**config.mk**
```make
export PLATFORM = sky130hd
export DESIGN_NAME = email_syntax_validator_flat
export DESIGN_NICKNAME = d
export VERILOG_FILES = /design/src/rtl/core/esv_pkg.sv /design/src/rtl/core/esv_ifs.sv /design/src/rtl/core/email_syntax_validator.sv /design/src/flat_wrapper.sv
export SDC_FILE = /design/constraint.sdc
export NUM_CORES = 1
export LEC_CHECK = 0
export ABC_AREA = 0
export BUFFER_PORTS_ARGS = -buffer_cell sky130_fd_sc_hd__buf_2
export CAP_MARGIN = 0
export CORE_MARGIN = 2
export CORE_UTILIZATION = 64
export DETAILED_ROUTE_END_ITERATION = 12
export GPL_TIMING_DRIVEN = 0
export PLACE_DENSITY = 0.94
export SYNTH_ARGS = -nofsm -noshare
export SYNTH_HDL_FRONTEND = slang
export SYNTH_SLANG_ARGS = --single-unit
```
**constraint.sdc**
```tcl
create_clock -name clk -period 6.83 [get_ports clk]
set_clock_uncertainty 0.05 [all_clocks]
set_input_delay 0.3415 -clock clk [delete_from_list [all_inputs] [get_ports clk]]
set_output_delay 0.3415 -clock clk [all_outputs]
set_load 0.01 [all_outputs]
```
**src/rtl/core/esv_pkg.sv**
```systemverilog
`default_nettype none

package esv_pkg;

  // Longest local part or domain that still passes.
  localparam int MAX_PART_LEN_DEF = 256;

  // Character codes that the rules look at.
  localparam logic [7:0] CH_AT    = 8'h40;
  localparam logic [7:0] CH_DOT   = 8'h2E;
  localparam logic [7:0] CH_DASH  = 8'h2D;
  localparam logic [7:0] CH_NUL   = 8'h00;
  localparam logic [7:0] CH_UP_A  = 8'h41;
  localparam logic [7:0] CH_UP_Z  = 8'h5A;
  localparam logic [7:0] CH_LO_A  = 8'h61;
  localparam logic [7:0] CH_LO_Z  = 8'h7A;
  localparam logic [7:0] CH_DIG_0 = 8'h30;
  localparam logic [7:0] CH_DIG_9 = 8'h39;
  localparam logic [7:0] CASE_OFFSET = 8'd32;

  // One input request: a raw character and its end-of-address mark.
  typedef struct packed {
    logic [7:0] ch;
    logic       last;
  } esv_item_t;

  // One result: the canonical character and, on the last one, the verdict.
  typedef struct packed {
    logic [7:0] lower_ch;
    logic       end_mark;
    logic       valid_res;
  } esv_res_t;

  function automatic logic is_lower(input logic [7:0] c);
    return (c >= CH_LO_A) && (c <= CH_LO_Z);
  endfunction

  function automatic logic is_digit(input logic [7:0] c);
    return (c >= CH_DIG_0) && (c <= CH_DIG_9);
  endfunction

  function automatic logic is_alnum(input logic [7:0] c);
    return is_lower(c) || is_digit(c);
  endfunction

  function automatic logic [7:0] to_lower(input logic [7:0] c);
    return ((c >= CH_UP_A) && (c <= CH_UP_Z)) ? c + CASE_OFFSET : c;
  endfunction

endpackage

`default_nettype wire

```
**src/rtl/core/esv_ifs.sv**
```systemverilog
`default_nettype none

// Character channel into the validator.
interface esv_in_if import esv_pkg::*; ();
  logic      valid;
  logic      ready;
  esv_item_t data;

  modport source (output valid, output data, input ready);
  modport sink   (input valid, input data, output ready);
endinterface

// Result channel out of the validator.
interface esv_out_if import esv_pkg::*; ();
  logic     valid;
  logic     ready;
  esv_res_t data;

  modport source (output valid, output data, input ready);
  modport sink   (input valid, input data, output ready);
endinterface

`default_nettype wire

```
**src/rtl/core/email_syntax_validator.sv**
```systemverilog
`default_nettype none

// Streaming e-mail address syntax checker. Characters enter one per request on in_port,
// the final one flagged by last; every character yields one registered result on
// out_port, lowercased, and the result of the last character carries valid_res, the
// verdict on the whole address (1 only if the address uses a-z, 0-9, '-', '.', '@',
// has no "..", no "--", exactly one '@', local part and domain of 1 to MAX_PART_LEN
// characters, a dot in the domain, and labels that begin with a letter and end with a
// letter or digit). One character is taken every cycle while the skid entry is empty: the
// rule flags and the two saturating length counters update from each accepted character,
// and a two-entry output buffer lets one more character in after the result side stalls.
// State returns to its reset values after each last character, so addresses may follow
// back to back.
module email_syntax_validator import esv_pkg::*; #(
  parameter int MAX_PART_LEN = MAX_PART_LEN_DEF
) (
  input  wire logic  clk,
  input  wire logic  rst_n,
  esv_in_if.sink     in_port,
  esv_out_if.source  out_port
);

  localparam int LenW = $clog2(MAX_PART_LEN + 2);
  localparam logic [LenW-1:0] LenMax = LenW'(MAX_PART_LEN);
  localparam logic [LenW-1:0] LenSat = LenW'(MAX_PART_LEN + 1);

  // Address state.
  logic            failed_r, failed_nxt;
  logic            in_domain_r, in_domain_nxt;
  logic [7:0]      prev_char_r;
  logic            dot_seen_r, dot_seen_nxt;
  logic [LenW-1:0] local_len_r, local_len_nxt;
  logic [LenW-1:0] domain_len_r, domain_len_nxt;

  // Output buffer.
  esv_res_t out_r, skid_r, res;
  logic     out_vld_r, skid_vld_r;

  logic       accept, pop;
  logic [7:0] c;
  logic       is_at, is_dot, allowed, at_start, rule_broken, dom_inc, verdict;

  assign in_port.ready  = !skid_vld_r;
  assign accept         = in_port.valid && !skid_vld_r;
  assign pop            = out_vld_r && out_port.ready;
  assign out_port.valid = out_vld_r;
  assign out_port.data  = out_r;

  // Rule checks on the incoming character.
  always_comb begin
    c        = to_lower(in_port.data.ch);
    is_at    = (c == CH_AT);
    is_dot   = (c == CH_DOT);
    allowed  = is_alnum(c) || (c == CH_DASH) || is_dot || is_at;
    at_start = (prev_char_r == CH_NUL) || (prev_char_r == CH_DOT) || (prev_char_r == CH_AT);

    if (!allowed) begin
      rule_broken = 1'b1;
    end else if (is_dot || is_at) begin
      rule_broken = !is_alnum(prev_char_r) || (is_at && in_domain_r);
    end else begin
      rule_broken = ((c == CH_DASH) && (prev_char_r == CH_DASH)) || (at_start && !is_lower(c));
    end

    failed_nxt    = failed_r || rule_broken;
    in_domain_nxt = in_domain_r || is_at;
    dot_seen_nxt  = dot_seen_r || (is_dot && in_domain_r);

    // The '@' that opens the domain is not counted in either part.
    dom_inc = in_domain_nxt && !(is_at && (prev_char_r != CH_AT) &&
                                 (domain_len_r == '0) && !dot_seen_nxt);

    local_len_nxt  = local_len_r;
    domain_len_nxt = domain_len_r;
    if (dom_inc) begin
      if (domain_len_r < LenSat) domain_len_nxt = domain_len_r + 1'b1;
    end else if (!in_domain_nxt) begin
      if (local_len_r < LenSat) local_len_nxt = local_len_r + 1'b1;
    end

    verdict = !failed_nxt && in_domain_nxt && dot_seen_nxt && is_alnum(c) &&
              (local_len_nxt != '0) && (local_len_nxt <= LenMax) &&
              (domain_len_nxt != '0) && (domain_len_nxt <= LenMax);

    res.lower_ch  = c;
    res.end_mark  = in_port.data.last;
    res.valid_res = in_port.data.last && verdict;
  end

  // State update; a last character puts everything back to reset.
  always_ff @(posedge clk) begin
    if (!rst_n) begin
      failed_r     <= 1'b0;
      in_domain_r  <= 1'b0;
      prev_char_r  <= CH_NUL;
      dot_seen_r   <= 1'b0;
      local_len_r  <= '0;
      domain_len_r <= '0;
    end else if (accept) begin
      if (in_port.data.last) begin
        failed_r     <= 1'b0;
        in_domain_r  <= 1'b0;
        prev_char_r  <= CH_NUL;
        dot_seen_r   <= 1'b0;
        local_len_r  <= '0;
        domain_len_r <= '0;
      end else begin
        failed_r     <= failed_nxt;
        in_domain_r  <= in_domain_nxt;
        prev_char_r  <= c;
        dot_seen_r   <= dot_seen_nxt;
        local_len_r  <= local_len_nxt;
        domain_len_r <= domain_len_nxt;
      end
    end
  end

  // Output and skid valid flags.
  always_ff @(posedge clk) begin
    if (!rst_n) begin
      out_vld_r  <= 1'b0;
      skid_vld_r <= 1'b0;
    end else if (skid_vld_r) begin
      if (pop) skid_vld_r <= 1'b0;
    end else if (accept) begin
      if (out_vld_r && !pop) skid_vld_r <= 1'b1;
      else out_vld_r <= 1'b1;
    end else if (pop) begin
      out_vld_r <= 1'b0;
    end
  end

  // Output and skid payload.
  always_ff @(posedge clk) begin
    if (skid_vld_r) begin
      if (pop) out_r <= skid_r;
    end else if (accept) begin
      if (out_vld_r && !pop) skid_r <= res;
      else out_r <= res;
    end
  end

endmodule

`default_nettype wire
```
**src/flat_wrapper.sv**
```systemverilog
// flat-port wrapper written by rule: the top's interface ports become plain ports
module email_syntax_validator_flat import esv_pkg::*;
#(
  parameter int MAX_PART_LEN = MAX_PART_LEN_DEF
)
  (clk, rst_n, in_port_valid, in_port_data, in_port_ready, out_port_valid, out_port_data, out_port_ready);
  esv_in_if in_port_i ();
  esv_out_if out_port_i ();
  input  wire logic clk;
  input  wire logic rst_n;
  input wire logic [$bits(in_port_i.valid)-1:0] in_port_valid;
  input wire logic [$bits(in_port_i.data)-1:0] in_port_data;
  output wire logic [$bits(in_port_i.ready)-1:0] in_port_ready;
  output wire logic [$bits(out_port_i.valid)-1:0] out_port_valid;
  output wire logic [$bits(out_port_i.data)-1:0] out_port_data;
  input wire logic [$bits(out_port_i.ready)-1:0] out_port_ready;
  assign in_port_i.valid = in_port_valid;
  assign in_port_i.data = in_port_data;
  assign in_port_ready = in_port_i.ready;
  assign out_port_valid = out_port_i.valid;
  assign out_port_data = out_port_i.data;
  assign out_port_i.ready = out_port_ready;
  email_syntax_validator #(.MAX_PART_LEN(MAX_PART_LEN)) u_core (.clk(clk), .rst_n(rst_n), .in_port(in_port_i), .out_port(out_port_i));
endmodule
```
==> run metrics <==
power consumption=between 500 and 600 µW; crit-path leading delay family=compound AO/OA/AOI/OAI gates; Die Y-Extent=roughly 73 µm; VDD IR max=0.133 mV; final WL=roughly 7.5 mm; # Post-CTS Setup Buffers=0; Int Pwr=429 µW; CP Max Fanout=8; Pins Over Slew Limit=0; grt ovf=0; vias in the first global route=2675; Switch Pwr=around 160 µW; M3 GR Usage=approximately 4.7%; area of the multi-input gates=roughly 1600 µm²; clock-pin slew on the worst setup and hold paths=90 ps; max incr delay on CP=650 ps; CTS Buf Count=5; Mapped Nets=between 300 and 400; FP Rows=24; CP Data Required Time=6930 ps; Hold Buf Count CTS=0; Synth top area share=between 20 and 25%; placed cells=roughly 430; Post-synth top flop=dfxtp_1; Worst setup EP type=flip-flop; Fin Setup TNS=0 ps; Synth Cell Area=3020 µm²; routed vias=2850; hold_ws=~160 ps; register share of total power=a little under three fifths; H-tree lvl count=2; worst relative slew slack=between 40% and 50%; Cell Chain, Critical Path=clkbuf_1, or3_1, o41ai_1, and2_0, o21ai_0, o221ai_1, xnor2_1, nand3_1, o31ai_2; Hold Fails Final Rpt=0; register area=around 1200 µm²; CTS tree=done; initial antenna violation count=0; DP HPWL=5.21 mm; FILL cells=around 330; syn avg cell area=roughly 8.6 µm²; DR pass1 iterations=5; per-cell routed wire length=between 15 and 20 µm; Critical-path top delay cell=o41ai_1; Initial Util=between 60 and 70%; post-route antenna net violation count=0; Hold WC Path Type=in -> reg; ranking of synthesized cells by area=dfxtp_1 21%, edfxtp_1 20%, o21ai_0 4.6%; Sw Share=approximately 27%; Root Buffer=clkbuf_8; Fmax achieved=303 MHz; Clk Latency, worst-skew pair=slightly above 300 ps; final setup fails=0; FF-to-FF Start=u_core.local_len_r[6]; Nets=roughly 400; period utilization=between 40% and 50%; die width=~73 µm; grt met1 use=around 38%; grt peak-use layer=met2; HP Start=in_port_data[2]; commonest non-fill, non-tap cells in the layout=31 x nand2_1, 31 x dfxtp_1, 29 x nor2_1; outcome=finished, final reports clean; RSZ-0062 raised after global routing=no; Tmin final=~3300 ps; largest net degree at the start of global routing=16; CP bufs+invs=1; Synth Warn #=0; LEAKAGE=approximately 1.1 nW; Critical Path AT=about 3400 ps; Remaining DRCs=0; max-cap viol count=0; Ant. Diodes=0; Total Die Area=between 5000 and 6000 µm²; Netlist cell types=58; Synth-to-Final Area Change=8.80%; fin cells=433; Post-CTS Resized=0; first-pass GRT wire length=about 12 mm; Worst R2R Path Depth=9; drt via density=between 6 and 7; core box area=around 4400 µm²; crit start category=flip-flop; R2R Setup Slk=~3500 ps; clock buffer depth=2; gpl congestion=0.984; worst slew pin tran=885 ps; flops & latches, synth=51; count of input and output buffers=23; Hold Crit Endpoint=u_core.skid_r[3]; Power Dens Cells=between 150 and 200 nW/µm²; Mapped Cells=350; GR Layer Usage met2=48.6%; ys async rst share=0%; Clk pwr share=between 20% and 30%; Clock Sinks=a little over 50; DRT iter0 DRCs=270; cell taking the most area after synthesis=dfxtp_1; share of layout cells above drive strength 1=13.1%; All-Layer GR Usage=29.3%; Crit Path Class=reg -> reg; Post-synth EDFFs=20; io pins=25; register area share after synthesis=between 40 and 50%; WHS Path Cells=1; worst reg2reg path endpoint=u_core.out_port.data[0]; Logic pwr share=between 10% and 20%
==> cell type report <==
cell class | instances | share of cell area (%)
Multi-Input combinational cell | 263 | 50.3
Sequential cell | 51 | 37.2
Timing Repair Buffer | 23 | 3.51
Buffer | 23 | 2.94
Clock buffer | 6 | 2.21
Tap cell | 52 | 1.98
Inverter | 13 | 1.49
Clock inverter | 2 | 0.381
==> synthesized netlist by cell type (3+ instances only) <==
cell type  count
nor4_2         3
dfxtp_1       31
nand2_1       31
edfxtp_1      20
a21boi_0      12
and2_1         4
xnor2_1        3
inv_1         13
nor3_1         5
nor2b_1       16
o21ai_0       28
ha_1           5
a21oi_1       20
nor2_1        29
nand4_1        5
or3_1          6
or4_1          4
nor4_1         5
clkbuf_1      20
a22oi_1        7
a31oi_1        5
mux2_2         7
nand3_1       10
nand3b_1       6
nand2b_1       9
==> registers in the layout (all words and copies together) (netlist names) <==
signal,count
u_core.out_port.data,10
u_core.skid_r,10
u_core.domain_len_r,9
u_core.local_len_r,9
u_core.prev_char_r,8
u_core.dot_seen_r,1
u_core.failed_r,1
u_core.in_domain_r,1
u_core.out_port.valid,1
u_core.skid_vld_r,1
==> metal layers <==
metal	vias to the layer above	part of all wire, %
met5	-	0
met4	0	2.4
met3	25	7.1
met2	142	48
met1	1336	42
li1	1347	-
==> power groups by stage <==
stage	Sequential, mW	Combinational [mW]	Clock (mW)
finish	0.334	0.0810	0.172
global placement	0.339	0.0753	0
global route	0.335	0.0882	0.183
floorplan	0.342	0.0488	0
detailed placement	0.340	0.0779	0
CTS	0.333	0.0794	0.171
==> through the flow <==
step	setup WS [ps]	util [%]	area [µm²]
2_1_floorplan	3870	-	3020
3_5_place_dp	3420	71.9	3200
4_1_cts	3630	73.8	3280
6_report	3530	73.8	3280
3_3_place_gp	3490	71.9	3200
5_1_grt	3380	73.8	3280
==> cells by family after synthesis <==
| group | after synthesis | synth area share, % |
|---|---|---|
| adder cells (fa/ha/maj) | 5 | 2.07 |
| flip-flops | 51 | 40.5 |
| XOR/XNOR | 5 | 1.45 |
| AND/OR/NAND/NOR | 148 | 27.2 |
| multiplexers | 7 | 2.61 |
| buffers and inverters | 36 | 4.81 |
| AO/OA/AOI/OAI | 98 | 21.3 |
==> how the worst max path moves through the flow <==
stage                                    endpoint  cells after the start                   start
after floorplan           u_core.out_port.data[0]                      9  u_core.domain_len_r[3]
after global placement    u_core.out_port.data[0]                     11         in_port_data[2]
after detailed placement  u_core.out_port.data[0]                     11         in_port_data[2]
after CTS                 u_core.out_port.data[0]                      9   u_core.local_len_r[6]
after global routing      u_core.out_port.data[0]                      9   u_core.local_len_r[6]
final                     u_core.out_port.data[0]                      9   u_core.local_len_r[6]
Power figures use the tool's default switching activity.
